File: src/fccbs_pkg.sv
// Shared types, constants, lattice helpers and the microcode ROM of the bond rate-class unit.
package fccbs_pkg;

  localparam int X_BITS  = 5;
  localparam int Y_BITS  = 5;
  localparam int Z_BITS  = 5;
  localparam int ZH_BITS = Z_BITS - 1;

  localparam int KEY_W       = 17;
  localparam int SITE_IN_W   = 14;
  localparam int QUOT_W      = 15;
  localparam int ADDR_W      = 14;
  localparam int STORE_DEPTH = 1 << ADDR_W;
  localparam int CLASS_W     = 4;
  localparam int CNT_W       = 5;
  localparam int ACC_W       = 5;
  localparam int NBR_W       = 4;
  localparam int DIR_W       = 3;

  // floor(key / 6) == (key * 43691) >> 18 for every 17-bit key
  localparam int               RECIP_SHIFT = 18;
  localparam logic [KEY_W-1:0] RECIP6      = 17'd43691;
  localparam logic [KEY_W-1:0] BOND_DIRS   = 17'd6;
  localparam logic [NBR_W-1:0] NBR_LAST    = 4'd11;
  localparam logic [CNT_W-1:0] CNT_RESET   = 5'd12;
  localparam logic signed [ACC_W-1:0] ACC_MAX = 5'sd12;
  localparam logic signed [ACC_W-1:0] ACC_MIN = -5'sd12;
  localparam logic [CLASS_W-1:0] CLASS_MAX = 4'd12;

  typedef struct packed {
    logic [X_BITS-1:0] x;
    logic [Y_BITS-1:0] y;
    logic [Z_BITS-1:0] z;
  } coord_t;

  typedef enum logic [1:0] {RD_NONE, RD_A, RD_B, RD_NBR} rd_e;
  typedef enum logic [1:0] {EM_NONE, EM_CLASS, EM_INACT} emit_e;
  typedef enum logic [1:0] {BR_NEXT, BR_START, BR_SAME, BR_LOOP} br_e;

  typedef enum logic [3:0] {
    S_IDLE, S_DEC_Q, S_DEC_C, S_RD_A, S_RD_B, S_CHECK, S_SCAN, S_DRAIN, S_EMIT, S_EMIT_INACT
  } step_e;

  typedef struct packed {
    logic  ld_key;
    logic  ld_site;
    logic  ld_coord;
    rd_e   rd;
    logic  cap_sa;
    logic  clr_acc;
    emit_e emit;
    br_e   br;
    step_e nxt;
  } uword_t;

  typedef struct packed {
    uword_t           uw;
    logic [NBR_W-1:0] nbr;
    logic             pass;
  } seq_ctrl_t;

  typedef struct packed {
    logic same;
  } dp_status_t;

  function automatic uword_t ucode(step_e s);
    uword_t w;
    w = '0;
    case (s)
      S_IDLE:       begin w.ld_key = 1'b1; w.br = BR_START; w.nxt = S_DEC_Q; end
      S_DEC_Q:      begin w.ld_site = 1'b1; w.nxt = S_DEC_C; end
      S_DEC_C:      begin w.ld_coord = 1'b1; w.nxt = S_RD_A; end
      S_RD_A:       begin w.rd = RD_A; w.nxt = S_RD_B; end
      S_RD_B:       begin w.rd = RD_B; w.cap_sa = 1'b1; w.nxt = S_CHECK; end
      S_CHECK:      begin w.clr_acc = 1'b1; w.br = BR_SAME; w.nxt = S_EMIT_INACT; end
      S_SCAN:       begin w.rd = RD_NBR; w.br = BR_LOOP; w.nxt = S_DRAIN; end
      S_DRAIN:      begin w.nxt = S_EMIT; end
      S_EMIT:       begin w.emit = EM_CLASS; w.nxt = S_IDLE; end
      S_EMIT_INACT: begin w.emit = EM_INACT; w.nxt = S_IDLE; end
      default:      begin w.nxt = S_IDLE; end
    endcase
    return w;
  endfunction

  // split a site number into coordinates; the low z bit follows from x ^ y
  function automatic coord_t coord_of(logic [QUOT_W-1:0] site);
    coord_t     c;
    logic [31:0] s;
    s   = 32'(site);
    c.y = Y_BITS'(s >> ZH_BITS);
    c.x = X_BITS'(s >> (ZH_BITS + Y_BITS));
    c.z = Z_BITS'({s, c.x[0] ^ c.y[0]});
    return c;
  endfunction

  function automatic coord_t nbr_of(coord_t c, logic [NBR_W-1:0] d);
    coord_t            n;
    logic [X_BITS-1:0] xp, xm;
    logic [Y_BITS-1:0] yp, ym;
    logic [Z_BITS-1:0] zp, zm;
    xp = c.x + X_BITS'(1);
    xm = c.x - X_BITS'(1);
    yp = c.y + Y_BITS'(1);
    ym = c.y - Y_BITS'(1);
    zp = c.z + Z_BITS'(1);
    zm = c.z - Z_BITS'(1);
    n  = c;
    case (d)
      4'd0:    begin n.x = xp; n.z = zp; end
      4'd1:    begin n.y = ym; n.z = zp; end
      4'd2:    begin n.x = xm; n.z = zp; end
      4'd3:    begin n.y = yp; n.z = zp; end
      4'd4:    begin n.x = xp; n.y = yp; end
      4'd5:    begin n.x = xm; n.y = yp; end
      4'd6:    begin n.y = yp; n.z = zm; end
      4'd7:    begin n.x = xp; n.z = zm; end
      4'd8:    begin n.x = xm; n.z = zm; end
      4'd9:    begin n.y = ym; n.z = zm; end
      4'd10:   begin n.x = xp; n.y = ym; end
      4'd11:   begin n.x = xm; n.y = ym; end
      default: begin n = c; end
    endcase
    return n;
  endfunction

  function automatic logic [ADDR_W-1:0] addr_of(coord_t c);
    logic [31:0] s;
    s = (32'(c.x) << Y_BITS) | 32'(c.y);
    s = (s << ZH_BITS) | 32'(c.z >> 1);
    return s[ADDR_W-1:0];
  endfunction

endpackage

File: src/fccbs_seq.sv
// Microcode sequencer: step counter, ROM lookup, neighbour loop counter and branches.
module fccbs_seq (
  input  logic                  clk_i,
  input  logic                  rst_ni,
  input  logic                  start_i,
  input  logic                  kind_i,
  input  fccbs_pkg::dp_status_t status_i,
  output fccbs_pkg::seq_ctrl_t  ctl_o,
  output logic                  busy_o
);
  import fccbs_pkg::*;

  step_e            upc_q, upc_d;
  logic [NBR_W-1:0] nbr_q, nbr_d;
  logic             pass_q, pass_d;
  uword_t           uw;

  assign uw = ucode(upc_q);

  always_comb begin
    upc_d  = upc_q;
    nbr_d  = nbr_q;
    pass_d = pass_q;
    case (uw.br)
      BR_NEXT:  upc_d = uw.nxt;
      BR_START: if (start_i && kind_i) upc_d = uw.nxt;
      BR_SAME:  upc_d = status_i.same ? uw.nxt : step_e'(upc_q + 4'd1);
      BR_LOOP:  if (nbr_q == NBR_LAST && pass_q) upc_d = uw.nxt;
      default:  upc_d = S_IDLE;
    endcase
    if (uw.clr_acc) begin
      nbr_d  = '0;
      pass_d = 1'b0;
    end else if (uw.rd == RD_NBR) begin
      // wrap after the twelfth neighbour and move on to the other bond end
      nbr_d  = (nbr_q == NBR_LAST) ? '0 : nbr_q + NBR_W'(1);
      pass_d = pass_q | (nbr_q == NBR_LAST);
    end
  end

  always_ff @(posedge clk_i or negedge rst_ni) begin
    if (!rst_ni) begin
      upc_q  <= S_IDLE;
      nbr_q  <= '0;
      pass_q <= 1'b0;
    end else begin
      upc_q  <= upc_d;
      nbr_q  <= nbr_d;
      pass_q <= pass_d;
    end
  end

  assign ctl_o.uw   = uw;
  assign ctl_o.nbr  = nbr_q;
  assign ctl_o.pass = pass_q;
  assign busy_o     = (upc_q != S_IDLE);

  a_idle_holds: assert property (@(posedge clk_i) disable iff (!rst_ni)
    (upc_q == S_IDLE && !(start_i && kind_i)) |=> upc_q == S_IDLE)
    else $error("sequencer left idle without a query");

  a_busy_rise: assert property (@(posedge clk_i) disable iff (!rst_ni)
    $rose(busy_o) |-> $past(start_i && kind_i))
    else $error("busy rose without an accepted query");

  a_drain_count: assert property (@(posedge clk_i) disable iff (!rst_ni)
    (upc_q == S_DRAIN) |-> (nbr_q == '0 && pass_q))
    else $error("scan ended before both ends were covered");

endmodule

File: config.mk
export PLATFORM = sky130hd
export DESIGN_NAME = fccbs_seq
export DESIGN_NICKNAME = d
export VERILOG_FILES = /design/src/fccbs_pkg.sv /design/src/fccbs_seq.sv
export SDC_FILE = /design/constraint.sdc
export NUM_CORES = 1
export LEC_CHECK = 0
export BUFFER_PORTS_ARGS = -buffer_cell sky130_fd_sc_hd__buf_2
export CAP_MARGIN = 20
export CORE_UTILIZATION = 51
export CTS_BUF_LIST = sky130_fd_sc_hd__clkbuf_8
export DETAILED_ROUTE_END_ITERATION = 7
export PLACE_DENSITY_LB_ADDON = 0.05
export SYNTH_ARGS = -nofsm -noshare
export SYNTH_HDL_FRONTEND = slang
export SYNTH_SLANG_ARGS = --single-unit
File: constraint.sdc
create_clock -name clk_i -period 1.95 [get_ports clk_i]
set_clock_uncertainty 0.15 [all_clocks]
set_input_delay 0.39 -clock clk_i [delete_from_list [all_inputs] [get_ports clk_i]]
set_output_delay 0.39 -clock clk_i [all_outputs]
set_load 0.01 [all_outputs]
==> flow_metrics.env <==
export IMPL_result_of_the_run="complete, but fails checks"
export IMPL_violations="setup timing"
export IMPL_holdWs_ps=371.0
export IMPL_power_leakage_nw=0.5951
export IMPL_port_buffer_count=25
export IMPL_antenna_violations_before_repair=0
export IMPL_fmax_mhz=501.8
export IMPL_synth_edff_count=0
export IMPL_layout_cells_most_common_list="buf_2 (24), nor2_1 (12), buf_4 (12), nand2_1 (7), dfrtp_1 (6)"
export IMPL_final_hold_viol_count=0
export IMPL_dominantRegCellSynth="dfrtp_1"
export IMPL_yosys_register_bits=9
export IMPL_fp_coreArea_sq_um=1334
export IMPL_final_antenna_diode_count=0
export IMPL_syn2layout_area_growth_pct=47.52
export IMPL_ff_latch_area_sq_um=229.0
export IMPL_filler_cell_count=90
export IMPL_timing_critical_path_to_type="output pin"
export IMPL_layout_drive_gt1_share=0.4960
export IMPL_grt_util_all_layers=0.2660
export IMPL_power_density_nw_per_um2=1757
export IMPL_via_count=773
export IMPL_finalWorstPathRequiredPeriod_ps=1993
export IMPL_initial_core_util=0.5666
export IMPL_cap_viol_max_count=0
export IMPL_place_hpwl_um=1287
export IMPL_worstPathArrival_ps=1450
export IMPL_grt_first_pass_wirelength_um=2780
export IMPL_commonest_non_fill_non_tap_cell_in_the_layout="buf_2"
export IMPL_ctsLongestPathBuffers=2
export IMPL_numCtsBuffers=3
export IMPL_timing_hold_worst_class="reg2reg"
export IMPL_measured_slew_at_the_worst_slew_check_pin_ps=300.9
export IMPL_cts_tree="yes"
export IMPL_post_synth_cell_area_avg_sq_um=8.686
export IMPL_globalRouteOverflowTotal=0
export IMPL_finalWeightedCongestion=0.8313
export IMPL_h_tree_levels=1
export IMPL_cp_required_ps=1410
export IMPL_floorplan_io_pins=26
export IMPL_die_w_um=40.50
export IMPL_layer_carrying_the_most_global_route_usage="met2"
export IMPL_grt_pass1_vias=633
export IMPL_post_layout_total_power_mw=1.959
export IMPL_yosys_warnings=0
export IMPL_layout_nets=136
export IMPL_viasPerCell=5.521
export IMPL_async_flop_share=1.000
export IMPL_syn_inst=87
export IMPL_drt_first_pass_iters=4
export IMPL_critical_path_peak_fanout=6
export IMPL_worst_skew_pair_late_latency_ps=240
export IMPL_slew_violations=0
export IMPL_start_kind="register"
export IMPL_fin_setup_tns_ps=-117.1
export IMPL_ctsRootBufferMaster="clkbuf_8"
export IMPL_grt_util_met2=0.3968
export IMPL_mean_routed_wirelength_per_cell_um=15.64
export IMPL_fin_util=0.8358
export IMPL_mappedNetlistArea_sq_um=755.7
export IMPL_route_detailed_drc=0
export IMPL_groute_layer_met3_usage=0.1000
export IMPL_met1_usage=0.3467
export IMPL_power_ir_vdd_worst_uv=1076
export IMPL_synth_sequential_area_ratio=0.2980
export IMPL_finalSetupViolations=5
export IMPL_grt_max_degree=14
export IMPL_yosys_cell_types_count=29
export IMPL_min_period_over_period=1.022
export IMPL_postRouteAntennaNets=0
export IMPL_die_height_um=40.50
export IMPL_slew_headroom=0.7994
export IMPL_place_ws_ps=84.33
export IMPL_route_final_wire_length_um=2189
export IMPL_detailedRoute_firstIterationViolations=11
export IMPL_area_enclosed_by_the_die_boundary_sq_um=1640
export IMPL_syn_nets=97
export IMPL_setup_repair_after_global_routing_missed_its_margin="true"
export IMPL_clk_transition_reported_paths_ps=50
export IMPL_multiInputGateArea_sq_um=573.1
export IMPL_critPathKind="reg2out"
export IMPL_clock_sinks=9
export IMPL_post_route_worst_setup_slack_ps=-42.71
export IMPL_placement_rows=13
[worst max-delay path, cell delays in order (launching register included)]
cell	delay, ps
dfrtp_2	450
inv_4	110
ha_4	210
nor2_2	60
a211oi_2	220
buf_2	170
[kinds of logic after synthesis]
logic type,count (synthesis),synth area share
compound gates,15,0.1424
xor+xnor,2,0.02318
fa+ha+maj,5,0.08278
buf+inv,8,0.06952
flops,9,0.2980
mux,5,0.06623
simple gates,43,0.3179
[final cells by class]
cell class | count | share of cell area
Clock buffer | 3 | 0.03704
Clock inverter | 1 | 0.003367
Inverter | 4 | 0.01571
Multi-Input combinational cell | 70 | 0.5140
Sequential cell | 9 | 0.2054
Tap cell | 15 | 0.01684
Timing Repair Buffer | 38 | 0.2076
[registers in the layout, summed over array words and instances (netlist names)]
signal and cells:
nbr_q 4, upc_q 4, pass_q 1
[per-layer routing]
layer,up-vias,share of wire
met5,-,0
met4,0,0.0050
met3,2,0.046
met2,26,0.51
met1,373,0.44
li1,372,-
[worst paths after layout]
| kind | startpoint | to | slack, ps | depth (start not counted) |
|---|---|---|---|---|
| worst max-delay path | upc_q[0] | ctl_o[7] | -40 | 5 |
| worst min-delay path | pass_q | pass_q | 370 | 2 |
| worst max register to register | upc_q[1] | upc_q[2] | 120 | 7 |
| worst min register to register | pass_q | pass_q | 370 | 2 |
| max in group asynchronous | rst_ni | upc_q[0] | 1040 | 2 |
| min in group asynchronous | rst_ni | nbr_q[2] | 400 | 2 |
[synth_stat cells (2+ instances only)]
master / n / area [sq um]
mux2i_1: 5 / 50.05
nor3_1: 2 / 10.01
inv_1: 4 / 15.01
buf_4: 2 / 15.01
and3b_1: 2 / 17.52
a21oi_1: 5 / 25.02
o21ai_0: 4 / 20.02
nor3b_1: 2 / 15.01
nor2_1: 15 / 56.30
nand2_1: 7 / 26.28
buf_6: 2 / 22.52
ha_1: 5 / 62.56
dfrtp_1: 9 / 225.2
nand2b_1: 7 / 43.79
and2_1: 2 / 12.51
[timing repair]
action | in CTS | in global routing
hold buffers | 1 | 0
gates cloned | 0 | 0
pin swaps | 2 | 3
endpoints found under the setup margin | 10 | 10
endpoints found under the hold margin | 9 | 0
gates resized for setup | 11 | 13
buffers inserted | 4 | 4
[report_power, final]
group | switching (mW) | total, mW | leakage, nW | internal [mW]
Clock | 0.0770 | 0.214 | 0.0269 | 0.137
Sequential | 0.103 | 0.354 | 0.115 | 0.251
Combinational | 0.712 | 1.39 | 0.453 | 0.679
Total | 0.892 | 1.96 | 0.595 | 1.07
[through the flow]
stage                     instances  cell area, sq um
after global routing            140              1115
after detailed placement        127             892.1
after floorplan                  87             755.7
after CTS                       136              1020
final                           140              1115
after global placement          127             892.1
Power figures use the tool's default switching activity.
