File: src/fccbs_pkg.sv
// Shared types, constants, lattice helpers and the microcode ROM of the bond rate-class unit.
package fccbs_pkg;

  localparam int X_BITS  = 5;
  localparam int Y_BITS  = 5;
  localparam int Z_BITS  = 5;
  localparam int ZH_BITS = Z_BITS - 1;

  localparam int KEY_W       = 17;
  localparam int SITE_IN_W   = 14;
  localparam int QUOT_W      = 15;
  localparam int ADDR_W      = 14;
  localparam int STORE_DEPTH = 1 << ADDR_W;
  localparam int CLASS_W     = 4;
  localparam int CNT_W       = 5;
  localparam int ACC_W       = 5;
  localparam int NBR_W       = 4;
  localparam int DIR_W       = 3;

  // floor(key / 6) == (key * 43691) >> 18 for every 17-bit key
  localparam int               RECIP_SHIFT = 18;
  localparam logic [KEY_W-1:0] RECIP6      = 17'd43691;
  localparam logic [KEY_W-1:0] BOND_DIRS   = 17'd6;
  localparam logic [NBR_W-1:0] NBR_LAST    = 4'd11;
  localparam logic [CNT_W-1:0] CNT_RESET   = 5'd12;
  localparam logic signed [ACC_W-1:0] ACC_MAX = 5'sd12;
  localparam logic signed [ACC_W-1:0] ACC_MIN = -5'sd12;
  localparam logic [CLASS_W-1:0] CLASS_MAX = 4'd12;

  typedef struct packed {
    logic [X_BITS-1:0] x;
    logic [Y_BITS-1:0] y;
    logic [Z_BITS-1:0] z;
  } coord_t;

  typedef enum logic [1:0] {RD_NONE, RD_A, RD_B, RD_NBR} rd_e;
  typedef enum logic [1:0] {EM_NONE, EM_CLASS, EM_INACT} emit_e;
  typedef enum logic [1:0] {BR_NEXT, BR_START, BR_SAME, BR_LOOP} br_e;

  typedef enum logic [3:0] {
    S_IDLE, S_DEC_Q, S_DEC_C, S_RD_A, S_RD_B, S_CHECK, S_SCAN, S_DRAIN, S_EMIT, S_EMIT_INACT
  } step_e;

  typedef struct packed {
    logic  ld_key;
    logic  ld_site;
    logic  ld_coord;
    rd_e   rd;
    logic  cap_sa;
    logic  clr_acc;
    emit_e emit;
    br_e   br;
    step_e nxt;
  } uword_t;

  typedef struct packed {
    uword_t           uw;
    logic [NBR_W-1:0] nbr;
    logic             pass;
  } seq_ctrl_t;

  typedef struct packed {
    logic same;
  } dp_status_t;

  function automatic uword_t ucode(step_e s);
    uword_t w;
    w = '0;
    case (s)
      S_IDLE:       begin w.ld_key = 1'b1; w.br = BR_START; w.nxt = S_DEC_Q; end
      S_DEC_Q:      begin w.ld_site = 1'b1; w.nxt = S_DEC_C; end
      S_DEC_C:      begin w.ld_coord = 1'b1; w.nxt = S_RD_A; end
      S_RD_A:       begin w.rd = RD_A; w.nxt = S_RD_B; end
      S_RD_B:       begin w.rd = RD_B; w.cap_sa = 1'b1; w.nxt = S_CHECK; end
      S_CHECK:      begin w.clr_acc = 1'b1; w.br = BR_SAME; w.nxt = S_EMIT_INACT; end
      S_SCAN:       begin w.rd = RD_NBR; w.br = BR_LOOP; w.nxt = S_DRAIN; end
      S_DRAIN:      begin w.nxt = S_EMIT; end
      S_EMIT:       begin w.emit = EM_CLASS; w.nxt = S_IDLE; end
      S_EMIT_INACT: begin w.emit = EM_INACT; w.nxt = S_IDLE; end
      default:      begin w.nxt = S_IDLE; end
    endcase
    return w;
  endfunction

  // split a site number into coordinates; the low z bit follows from x ^ y
  function automatic coord_t coord_of(logic [QUOT_W-1:0] site);
    coord_t     c;
    logic [31:0] s;
    s   = 32'(site);
    c.y = Y_BITS'(s >> ZH_BITS);
    c.x = X_BITS'(s >> (ZH_BITS + Y_BITS));
    c.z = Z_BITS'({s, c.x[0] ^ c.y[0]});
    return c;
  endfunction

  function automatic coord_t nbr_of(coord_t c, logic [NBR_W-1:0] d);
    coord_t            n;
    logic [X_BITS-1:0] xp, xm;
    logic [Y_BITS-1:0] yp, ym;
    logic [Z_BITS-1:0] zp, zm;
    xp = c.x + X_BITS'(1);
    xm = c.x - X_BITS'(1);
    yp = c.y + Y_BITS'(1);
    ym = c.y - Y_BITS'(1);
    zp = c.z + Z_BITS'(1);
    zm = c.z - Z_BITS'(1);
    n  = c;
    case (d)
      4'd0:    begin n.x = xp; n.z = zp; end
      4'd1:    begin n.y = ym; n.z = zp; end
      4'd2:    begin n.x = xm; n.z = zp; end
      4'd3:    begin n.y = yp; n.z = zp; end
      4'd4:    begin n.x = xp; n.y = yp; end
      4'd5:    begin n.x = xm; n.y = yp; end
      4'd6:    begin n.y = yp; n.z = zm; end
      4'd7:    begin n.x = xp; n.z = zm; end
      4'd8:    begin n.x = xm; n.z = zm; end
      4'd9:    begin n.y = ym; n.z = zm; end
      4'd10:   begin n.x = xp; n.y = ym; end
      4'd11:   begin n.x = xm; n.y = ym; end
      default: begin n = c; end
    endcase
    return n;
  endfunction

  function automatic logic [ADDR_W-1:0] addr_of(coord_t c);
    logic [31:0] s;
    s = (32'(c.x) << Y_BITS) | 32'(c.y);
    s = (s << ZH_BITS) | 32'(c.z >> 1);
    return s[ADDR_W-1:0];
  endfunction

endpackage

File: src/fccbs_dpath.sv
// Datapath: key split, coordinates, store addressing, neighbour count and result registers.
module fccbs_dpath (
  input  logic                          clk_i,
  input  logic                          rst_ni,
  input  fccbs_pkg::seq_ctrl_t          ctl_i,
  input  logic [fccbs_pkg::KEY_W-1:0]   bond_key_i,
  input  logic [fccbs_pkg::CNT_W-1:0]   class_cnt_i,
  input  logic                          rd_data_i,
  output logic [fccbs_pkg::ADDR_W-1:0]  rd_addr_o,
  output fccbs_pkg::dp_status_t         status_o,
  output logic                          done_o,
  output logic [fccbs_pkg::CLASS_W-1:0] rate_class_o,
  output logic                          inactive_o,
  output logic                          class_error_o
);
  import fccbs_pkg::*;

  logic [KEY_W-1:0]        key_q;
  logic [QUOT_W-1:0]       site_q;
  logic [2*KEY_W-1:0]      prod;
  logic [DIR_W-1:0]        dir;
  coord_t                  a_q, b_q, a_d, center, partner, ncoord;
  logic                    sa_q;
  logic                    use_b;
  logic                    pend_q, skip_q, neg_q;
  logic signed [ACC_W-1:0] acc_q;
  logic [CLASS_W-1:0]      rc;
  logic                    done_q, inact_q, err_q;
  logic [CLASS_W-1:0]      rc_q;

  assign prod = (2*KEY_W)'(key_q) * (2*KEY_W)'(RECIP6);
  assign dir  = DIR_W'(key_q - KEY_W'(site_q) * BOND_DIRS);
  assign a_d  = coord_of(site_q);

  // pass 0 scans the species-0 end, pass 1 the species-1 end
  assign use_b   = sa_q ^ ctl_i.pass;
  assign center  = use_b ? b_q : a_q;
  assign partner = use_b ? a_q : b_q;
  assign ncoord  = nbr_of(center, ctl_i.nbr);

  always_comb begin
    case (ctl_i.uw.rd)
      RD_A:    rd_addr_o = addr_of(a_q);
      RD_B:    rd_addr_o = addr_of(b_q);
      RD_NBR:  rd_addr_o = addr_of(ncoord);
      default: rd_addr_o = addr_of(a_q);
    endcase
  end

  assign status_o.same = (sa_q == rd_data_i);

  assign rc = (acc_q > 0) ? CLASS_W'(acc_q) : '0;

  always_ff @(posedge clk_i) begin
    if (ctl_i.uw.ld_key) key_q <= bond_key_i;
    if (ctl_i.uw.ld_site) site_q <= QUOT_W'(prod >> RECIP_SHIFT);
    if (ctl_i.uw.ld_coord) begin
      a_q <= a_d;
      b_q <= nbr_of(a_d, NBR_W'(dir));
    end
    if (ctl_i.uw.cap_sa) sa_q <= rd_data_i;
    skip_q <= (ncoord == partner);
    neg_q  <= ctl_i.pass;
    rc_q   <= (ctl_i.uw.emit == EM_CLASS) ? rc : '0;
    inact_q <= (ctl_i.uw.emit == EM_INACT);
    err_q  <= (ctl_i.uw.emit == EM_CLASS) && ({1'b0, rc} >= class_cnt_i);
  end

  always_ff @(posedge clk_i or negedge rst_ni) begin
    if (!rst_ni) begin
      pend_q <= 1'b0;
      acc_q  <= '0;
      done_q <= 1'b0;
    end else begin
      pend_q <= (ctl_i.uw.rd == RD_NBR);
      done_q <= (ctl_i.uw.emit != EM_NONE);
      if (ctl_i.uw.clr_acc) begin
        acc_q <= '0;
      end else if (pend_q && !skip_q && !rd_data_i) begin
        // species-0 neighbour: add for the initial end, subtract for the final end
        acc_q <= neg_q ? acc_q - ACC_W'(1) : acc_q + ACC_W'(1);
      end
    end
  end

  assign done_o        = done_q;
  assign rate_class_o  = rc_q;
  assign inactive_o    = inact_q;
  assign class_error_o = err_q;

  a_inactive_clean: assert property (@(posedge clk_i) disable iff (!rst_ni)
    (done_q && inact_q) |-> (rc_q == '0 && !err_q))
    else $error("inactive transaction carries a class or error");

  a_acc_range: assert property (@(posedge clk_i) disable iff (!rst_ni)
    (acc_q <= ACC_MAX && acc_q >= ACC_MIN))
    else $error("neighbour count difference out of range");

  a_class_max: assert property (@(posedge clk_i) disable iff (!rst_ni)
    done_q |-> rc_q <= CLASS_MAX)
    else $error("rate class above neighbour count");

endmodule

File: config.mk
export PLATFORM = sky130hd
export DESIGN_NAME = fccbs_dpath
export DESIGN_NICKNAME = d
export VERILOG_FILES = /design/src/fccbs_pkg.sv /design/src/fccbs_dpath.sv
export SDC_FILE = /design/constraint.sdc
export NUM_CORES = 1
export LEC_CHECK = 0
export ABC_AREA = 1
export BUFFER_PORTS_ARGS = -buffer_cell sky130_fd_sc_hd__buf_4
export CORE_MARGIN = 2
export CORE_UTILIZATION = 39
export CTS_BUF_LIST = sky130_fd_sc_hd__clkbuf_8
export DETAILED_ROUTE_END_ITERATION = 12
export RECOVER_POWER = 50
export SLEW_MARGIN = 20
export SYNTH_ARGS = -nofsm -noshare
export SYNTH_HDL_FRONTEND = slang
export SYNTH_SLANG_ARGS = --single-unit
export TNS_END_PERCENT = 20
File: constraint.sdc
create_clock -name clk_i -period 12.6 [get_ports clk_i]
set_input_delay 3.78 -clock clk_i [delete_from_list [all_inputs] [get_ports clk_i]]
set_output_delay 3.78 -clock clk_i [all_outputs]
set_load 0.01 [all_outputs]
==> impl_metrics.yaml, run 1 <==
timing:
  fmax_mhz: 97.43
  final_max_slew_viol_count: 0
  final_period_minus_worst_setup_slack_ps: 10260
  finalHoldViolCount: 0
  timing.slew.headroom_pct: 36.21
  timing.clock.skew_ps: 28.61
  finalCritPeriodShare_pct: 81.46
  tightestPinTransition_ps: 956.8
  fin_setup_tns_ps: 0
  setup_viol: 0
  rsz0062_at_grt: "no"
critical_path:
  arrival_ps: 6480
  r2r_setup_slack_ps: 6980
  setup.worst_path.end_class: "output pin"
  most_frequent_cell_on_the_critical_path: "nand2_1"
  timing.rr.end: "site_q[7]$_DFFE_PP_"
  critical_register_to_register_path_startpoint: "key_q[1]$_DFFE_PP_"
  critPathRequiredTime_ps: 8820
  r2r.worst_path.cells: 20
  cpMaxStageDelayCell: "fa_1"
  crit_path_start_kind: "primary input"
  critPathMaxFanout: 47
  crit_path_largest_cell_delay_ps: 490
  crit_path_cell_trace: "clkbuf_1, inv_1, nand2_1, nand2_2, nand2_1, o21ai_2, fa_1, nand2_1, a21oi_1, o21ai_0, nand3_1, a21oi_1, o21ai_0, o211ai_1, buf_4"
  path_class: "primary input to output pin"
layout:
  fraction_of_final_layout_cells_with_drive_strength_greater_than_1_pct: 6.637
  nFillCells: 2638
  antenna_cells: 0
  syn2layout_area_growth_pct: 9.592
  nets: 1613
clock_tree:
  numClockSinks: 77
  tritoncts: "done"
  root_buffer_selected_by_cts: "clkbuf_8"
  clock_path_buffers: 2
  clk_pin_slew_worst_paths_ps: 70
  h-tree-depth: 3
  ctsResizeCount: 0
  cts_inserted_buffers: 9
  hold_buffers: 0
  clk-insertion-delay-late_ps: 380
  cts_setup_buffers: 0
die:
  core-area_um2: 25980
  floorplan.io_pins: 67
  die_footprint_um2: 27630
  initial_utilization_pct: 39.50
  placement_rows: 59
  die_w_um: 166.2
  fp.dieH_um: 166.2
yosys:
  synth_most_common_cell: "inv_1"
  post_synth_main_area_contributors: "ha_1 19%, fa_1 18%, edfxtp_1 18%"
  synth-edff-count: 62
  ys_warn_count: 0
  yosys-top-cells-count: "319 x inv_1, 221 x nand2_1, 154 x ha_1"
  syn-instance-count: 1260
  synth_area_leader_cell: "ha_1"
  yosysTopAreaCellShare_pct: 18.77
  synth_seq_cells: 77
  synth-seq-area-share_pct: 21.40
  synth.net_count: 1552
  dominant_synthesized_flop_cell: "edfxtp_1"
  synthDistinctLibCells: 41
  async_reset_ff_share_pct: 9.091
  post_synthesis_instance_area_um2: 10260
  synth_area_per_cell_um2: 8.147
grt:
  grt_pass1_wl_um: 39120
  grt_remaining_overflow: 0
  antenna_found_initial: 0
  gr_util_all_layers_pct: 17.60
  grt_max_degree: 48
  grt_pass1_vias: 8106
routing:
  routed_wirelength_um: 23200
  final_ant_viol_nets: 0
  detailedRoute.firstPassIterationCount: 5
  num_vias: 8098
  wl_per_cell_um: 13.97
  post-route-drc-count: 0
  detailed_route_vias_per_instance: 4.875
  detailedRoute.firstIterationViolations: 428
placement:
  io_buffer_count: 60
  routabilityCongestion: 0.8961
  dp.final_hpwl_um: 20310
min_path:
  hp-start: "site_q[8]$_DFFE_PP_"
  timing.hold.worst_endpoint: "a_q[9]$_DFFE_PP_"
  min_path_cells: 0
  hold_class: "flop to flop"
flow_run:
  timing.max_cap.violations: 0
status:
  status: "finished clean"
==> worst max-delay path, delay by kind of cell <==
family / cells / cell delay (ps)
and+or+nand+nor: 5 / 1020
adders and majority gates: 1 / 490
buffers and inverters: 3 / 450
AOI/OAI and AO/OA: 6 / 720
==> cell type report <==
type                            instances  area, µm²  area share [%]
Multi-Input combinational cell        852       6789           60.35
Sequential cell                        77       2197           19.53
Inverter                              321       1205           10.71
Timing Repair Buffer                   60      431.7           3.837
Tap cell                              335      419.2           3.726
Clock buffer                           11      151.4           1.346
Clock inverter                          5      56.30          0.5005
==> through the flow <==
| stage | instances | util, % | hold slack (ps) | instance area [µm²] | setup slack, ps |
|---|---|---|---|---|---|
| final | 1661 | 43.29 | 477.2 | 11250 | 2336 |
| after floorplan | 1260 | - | 447.6 | 10260 | 3283 |
| after CTS | 1661 | 43.38 | 475.1 | 11270 | 2426 |
| after global routing | 1661 | 43.29 | 505.2 | 11250 | 1973 |
| after detailed placement | 1645 | 42.58 | 459.9 | 11060 | 2424 |
| after global placement | 1645 | 42.58 | 460.4 | 11060 | 2476 |
==> cell usage in the layout, fill, tap and decap left out, types with 19 or more instances in the layout <==
cell,n
a21oi_1,54
buf_4,35
clkbuf_4,20
edfxtp_1,62
fa_1,93
ha_1,154
inv_1,319
nand2_1,221
nand3_1,66
nor2_1,70
o21ai_0,51
xnor2_1,19
xor2_1,23
==> per-layer routing <==
| metal | vias up | GRT usage [%] | routed length (µm) |
|---|---|---|---|
| met4 | 0 | 5.810 | 642 |
| met5 | - | 0 | 0 |
| met3 | 38 | 2.788 | 812 |
| met2 | 139 | 31.25 | 11270 |
| li1 | 4136 | - | - |
| met1 | 3785 | 21.84 | 10480 |
==> worst max-delay path by stage <==
stage	startpoint	to
after floorplan	ctl_i[0]	rd_addr_o[8]
after global placement	ctl_i[0]	rd_addr_o[8]
after detailed placement	ctl_i[0]	rd_addr_o[3]
after CTS	ctl_i[0]	rd_addr_o[3]
after global routing	ctl_i[0]	rd_addr_o[8]
final	ctl_i[0]	rd_addr_o[8]
==> registers in the layout, summed over array words and instances (netlist names) <==
name           cells
neg_q              1
done_o             1
rate_class_o       4
a_q               15
b_q               15
site_q            14
pend_q             1
key_q             17
sa_q               1
class_error_o      1
skip_q             1
acc_q              5
inactive_o         1
==> kinds of logic (layout without fill, tap and decap cells) <==
family	count (synthesis)	count (layout)	synth area share, %
AND/OR/NAND/NOR	402	402	16.52
buffers and inverters	331	397	12.42
adder cells (fa/ha/maj)	247	247	36.91
AO/OA/AOI/OAI	161	161	9.166
flip-flops	77	77	21.40
XOR/XNOR	42	42	3.584
Power of run 1 is left out: the tool's default activity adds up to more than one toggle a clock period on the data nets, which glitch-free logic cannot reach.
==> inputs of run 2 (changes only) <==
ABC_AREA = 0   (was 1)
clock period = 9 ns   (was 12.6 ns; I/O delays follow)
==> run 2 against run 1 <==
Effect of this change:
- design area is 2.4% lower
- clock skew is 15 ps lower
- first-iteration DRC count is 24% lower
- clock-buffer cell count is 2 lower
- cell count is 14% lower
- critical path depth is 3 lower
- non-clock buffer count is 3 higher
- routed wire length is 12% lower
- synthesized area is 2.5% lower
- flip-flop and latch count stayed put
- sequential share of layout area is 0.48 points higher
- critical path type unchanged
- critical endpoint unchanged
- highest routed layer unchanged
==> impl_metrics.yaml, run 2 <==
clock_tree:
  clock_path_buffers: 2
  root_buffer_selected_by_cts: "clkbuf_8"
  h-tree-depth: 3
  cts_inserted_buffers: 9
  clk-insertion-delay-late_ps: 370
  clk_pin_slew_worst_paths_ps: 80
  numClockSinks: 77
  tritoncts: "done"
  ctsResizeCount: 0
  cts_setup_buffers: 0
  hold_buffers: 0
yosys:
  synth-edff-count: 62
  async_reset_ff_share_pct: 9.091
  dominant_synthesized_flop_cell: "edfxtp_1"
  yosys-top-cells-count: "225 x inv_1, 154 x ha_1, 93 x fa_1"
  syn-instance-count: 1044
  post_synthesis_instance_area_um2: 10010
  synth.net_count: 1336
  synthDistinctLibCells: 70
  synth_most_common_cell: "inv_1"
  ys_warn_count: 0
  synth_area_leader_cell: "ha_1"
  synth_seq_cells: 77
  synth_area_per_cell_um2: 9.587
  synth-seq-area-share_pct: 21.95
  yosysTopAreaCellShare_pct: 19.25
  post_synth_main_area_contributors: "ha_1 19%, fa_1 19%, edfxtp_1 19%"
layout:
  nFillCells: 2472
  most-common-layout-cells: "226 x inv_1, 154 x ha_1, 93 x fa_1"
  registers.top_by_ff_count: "key_q"
  largest_registers: "key_q x17, a_q x15, b_q x15"
  largest_register_ff_count: 17
  layout_commonest_cell: "inv_1"
  syn2layout_area_growth_pct: 9.726
  nets: 1388
  antenna_cells: 0
  fin_cells: 1431
  fraction_of_final_layout_cells_with_drive_strength_greater_than_1_pct: 8.174
die:
  die_w_um: 164.2
  initial_utilization_pct: 39.74
  fp.dieH_um: 164.2
  placement_rows: 58
  core-area_um2: 25180
  floorplan.io_pins: 67
  die_footprint_um2: 26960
timing:
  finalHoldViolCount: 0
  rsz0062_at_grt: "no"
  timing.clock.skew_ps: 13.69
  fmax_mhz: 117.6
  finalCritPeriodShare_pct: 94.46
  fin_setup_tns_ps: 0
  final_period_minus_worst_setup_slack_ps: 8501
  final_max_slew_viol_count: 0
  timing.slew.headroom_pct: 1.914
  setup_viol: 0
  tightestPinTransition_ps: 1471
routing:
  detailed_route_vias_per_instance: 4.963
  detailedRoute.firstPassIterationCount: 5
  wl_per_cell_um: 14.30
  detailedRoute.firstIterationViolations: 325
  post-route-drc-count: 0
  num_vias: 7102
  routed_wirelength_um: 20460
  final_ant_viol_nets: 0
placement:
  dpl.cell_count: 1415
  dp.final_hpwl_um: 17330
  io_buffer_count: 60
  routabilityCongestion: 0.8836
min_path:
  hold_class: "flop to flop"
critical_path:
  setup.worst_path.end_class: "output pin"
  arrival_ps: 5800
  crit_path_largest_cell_delay_ps: 640
  critPathRequiredTime_ps: 6300
  critPathMaxFanout: 12
  crit_path_start_kind: "primary input"
  crit_path_cell_trace: "clkbuf_1, xor2_2, mux2_2, fa_1, nand3_1, a211oi_1, nor3_1, and3_1, o21ai_0, a21oi_1, a21oi_1, buf_4"
  most_frequent_cell_on_the_critical_path: "a21oi_1"
  path_class: "primary input to output pin"
  cpMaxStageDelayCell: "xor2_2"
grt:
  grt_remaining_overflow: 0
  grt_pass1_wl_um: 34090
  antenna_found_initial: 0
  gr_util_all_layers_pct: 16.03
  grt_max_degree: 31
  grt_pass1_vias: 6985
flow_run:
  timing.max_cap.violations: 0
status:
  status: "finished clean"
==> run 2: cells by family after synthesis <==
logic type      Yosys count  share of synthesized area, %
buf+inv                 247                         9.501
compound gates          202                         13.41
mux                      26                         2.800
xor+xnor                 67                         6.013
simple gates            178                         8.464
flops                    77                         21.95
fa+ha+maj               247                         37.85
==> run 2: metrics by stage <==
| step | setup WS, ps | instance area, µm² | util, % | hold slack [ps] |
|---|---|---|---|---|
| final | 498.9 | 10980 | 43.61 | 489.3 |
| after floorplan | 1073 | 10010 | - | 448.9 |
| after global routing | 227.6 | 10980 | 43.61 | 500.6 |
| after CTS | 588.5 | 11010 | 43.71 | 482.9 |
| after global placement | 544.9 | 10790 | 42.84 | 477.5 |
| after detailed placement | 604.7 | 10790 | 42.84 | 480.0 |
==> run 2: routing by layer <==
layer	part of all wire (%)	global-route usage [%]	up-vias
li1	-	-	3614
met1	48	21.45	3333
met2	47	27.06	133
met3	3.2	2.096	22
met4	1.9	4.745	0
met5	0	0	-
==> run 2: worst paths after layout <==
check                      slack [ps]                 from                   end  cells after the start
max                               500             ctl_i[0]          rd_addr_o[8]                     12
min                               490  site_q[3]$_DFFE_PP_      a_q[4]$_DFFE_PP_                      0
max reg2reg                      2620   key_q[1]$_DFFE_PP_  site_q[12]$_DFFE_PP_                     17
min reg2reg                       490  site_q[3]$_DFFE_PP_      a_q[4]$_DFFE_PP_                      0
max in group asynchronous        6470               rst_ni      done_o$_DFF_PN0_                      1
min in group asynchronous        2230               rst_ni  acc_q[2]$_DFFE_PN0P_                      1
==> run 2: worst max-delay path: cells and delay by family <==
kind	cells	cell delay [ps]
xor+xnor	1	640
mux	1	440
buf+inv	2	380
compound gates	4	380
simple gates	3	810
fa+ha+maj	1	460
==> run 2: area by class of cell <==
class / count / area (µm²) / area share [%]
Timing Repair Buffer: 63 / 446.7 / 4.067
Sequential cell: 77 / 2197 / 20.01
Clock buffer: 9 / 123.9 / 1.128
Inverter: 225 / 844.6 / 7.691
Tap cell: 330 / 412.9 / 3.760
Clock inverter: 7 / 96.34 / 0.8773
Multi-Input combinational cell: 720 / 6860 / 62.47
Power of run 2 is left out for the same reason.
==> inputs of run 3 (changes only) <==
clock period = 8.4 ns   (was 9 ns; I/O delays follow)
==> run 3 against run 2 <==
Effect of this change:
- flip-flop and latch count unchanged
- critical endpoint unchanged
- worst setup slack got worse by 27 ps
- worst hold slack about the same
- cell count about the same
- largest cell class unchanged
==> impl_metrics.yaml, run 3 (synthesis gave the netlist of run 2 again) <==
status:
  status: "finished clean"
routing:
  post-route-drc-count: 0
  detailedRoute.firstIterationViolations: 398
  wl_per_cell_um: 14.30
  final_ant_viol_nets: 0
  routed_wirelength_um: 20450
  detailed_route_vias_per_instance: 5.011
  num_vias: 7166
  detailedRoute.firstPassIterationCount: 4
clock_tree:
  clk_pin_slew_worst_paths_ps: 80
  numClockSinks: 77
  h-tree-depth: 3
  clk-insertion-delay-late_ps: 380
  clock_path_buffers: 2
  root_buffer_selected_by_cts: "clkbuf_8"
  cts_inserted_buffers: 9
  cts_setup_buffers: 0
  tritoncts: "done"
  hold_buffers: 0
  ctsResizeCount: 0
critical_path:
  r2r_setup_slack_ps: 2250
  critical_register_to_register_path_startpoint: "key_q[1]$_DFFE_PP_"
  setup.worst_path.end_class: "output pin"
  path_class: "primary input to output pin"
  r2r.worst_path.cells: 19
  crit_path_cell_trace: "clkbuf_1, xor2_2, buf_12, mux2_2, fa_1, nand3_1, a211oi_1, nor3_1, nor2_1, o21ai_0, a21oi_1, a21oi_1, buf_4"
  most_frequent_cell_on_the_critical_path: "a21oi_1"
  arrival_ps: 5410
  wp_buf_inv: 3
  crit_path_largest_cell_delay_ps: 470
  critPathRequiredTime_ps: 5880
  cpMaxStageDelayCell: "nor3_1"
  crit_path_start_kind: "primary input"
  crit_path_leading_delay_family: "simple AND/OR/NAND/NOR gates"
  critPathMaxFanout: 34
  timing.rr.end: "site_q[13]$_DFFE_PP_"
layout:
  syn2layout_area_growth_pct: 9.326
  layout_commonest_cell: "inv_1"
  nets: 1387
  fraction_of_final_layout_cells_with_drive_strength_greater_than_1_pct: 8.182
  nFillCells: 2451
  most-common-layout-cells: "225 x inv_1, 154 x ha_1, 93 x fa_1"
  registers.top_by_ff_count: "key_q"
  largest_register_ff_count: 17
  multiInputGateArea_um2: 6860
  sequential_cell_area_um2: 2197
  largest_registers: "key_q x17, a_q x15, b_q x15"
  antenna_cells: 0
grt:
  grt_max_degree: 35
  grt_remaining_overflow: 0
  antenna_found_initial: 0
  grt_pass1_vias: 7080
  grt_pass1_wl_um: 34250
  gr_util_all_layers_pct: 16.02
min_path:
  timing.hold.worst_endpoint: "a_q[4]$_DFFE_PP_"
  min_path_cells: 0
  hold_class: "flop to flop"
  hp-start: "site_q[3]$_DFFE_PP_"
timing:
  fin_setup_tns_ps: 0
  finalCritPeriodShare_pct: 94.38
  timing.clock.skew_ps: 12.60
  timing.slew.headroom_pct: 1.275
  setup_viol: 0
  fmax_mhz: 126.1
  final.hold.worst_slack_ps: 489.1
  final_max_slew_viol_count: 0
  final_period_minus_worst_setup_slack_ps: 7928
  finalHoldViolCount: 0
  rsz0062_at_grt: "no"
  tightestPinTransition_ps: 1481
die:
  initial_utilization_pct: 39.74
  core-area_um2: 25180
  die_footprint_um2: 26960
  fp.dieH_um: 164.2
  die_w_um: 164.2
  floorplan.io_pins: 67
  placement_rows: 58
placement:
  routabilityCongestion: 0.8792
  io_buffer_count: 60
  dp.final_hpwl_um: 17160
flow_run:
  timing.max_cap.violations: 0
-- run 3: worst max-delay path by stage --
stage,from,to,slack [ps],cells after the start
finish,ctl_i[0],rd_addr_o[8],470,13
global route,ctl_i[0],rd_addr_o[8],180,13
CTS,ctl_i[0],rd_addr_o[8],600,13
detailed placement,ctl_i[2],rd_addr_o[13],600,13
global placement,ctl_i[0],rd_addr_o[8],620,13
floorplan,ctl_i[0],rd_addr_o[13],830,13
-- run 3: through the flow --
stage | std cells | area, µm² | setup WS [ps] | utilization, %
2_1_floorplan | 1044 | 10010 | 833.0 | -
3_3_place_gp | 1414 | 10790 | 622.8 | 42.86
3_5_place_dp | 1414 | 10790 | 601.3 | 42.86
4_1_cts | 1430 | 10970 | 596.2 | 43.57
5_1_grt | 1430 | 10940 | 177.2 | 43.45
6_report | 1430 | 10940 | 471.9 | 43.45
-- run 3: cell type report --
class                           count  area share (%)
Sequential cell                    77           20.08
Clock inverter                      7          0.5031
Tap cell                          330           3.774
Multi-Input combinational cell    720           62.70
Inverter                          225           7.719
Clock buffer                        9           1.132
Timing Repair Buffer               62           4.094
-- run 3: layer usage --
| layer | global-route usage [%] | routed length [µm] |
|---|---|---|
| met3 | 2.146 | 686 |
| met1 | 21.48 | 9807 |
| met5 | 0 | 0 |
| met4 | 5.024 | 440 |
| met2 | 26.82 | 9516 |
Power of run 3 is left out for the same reason.
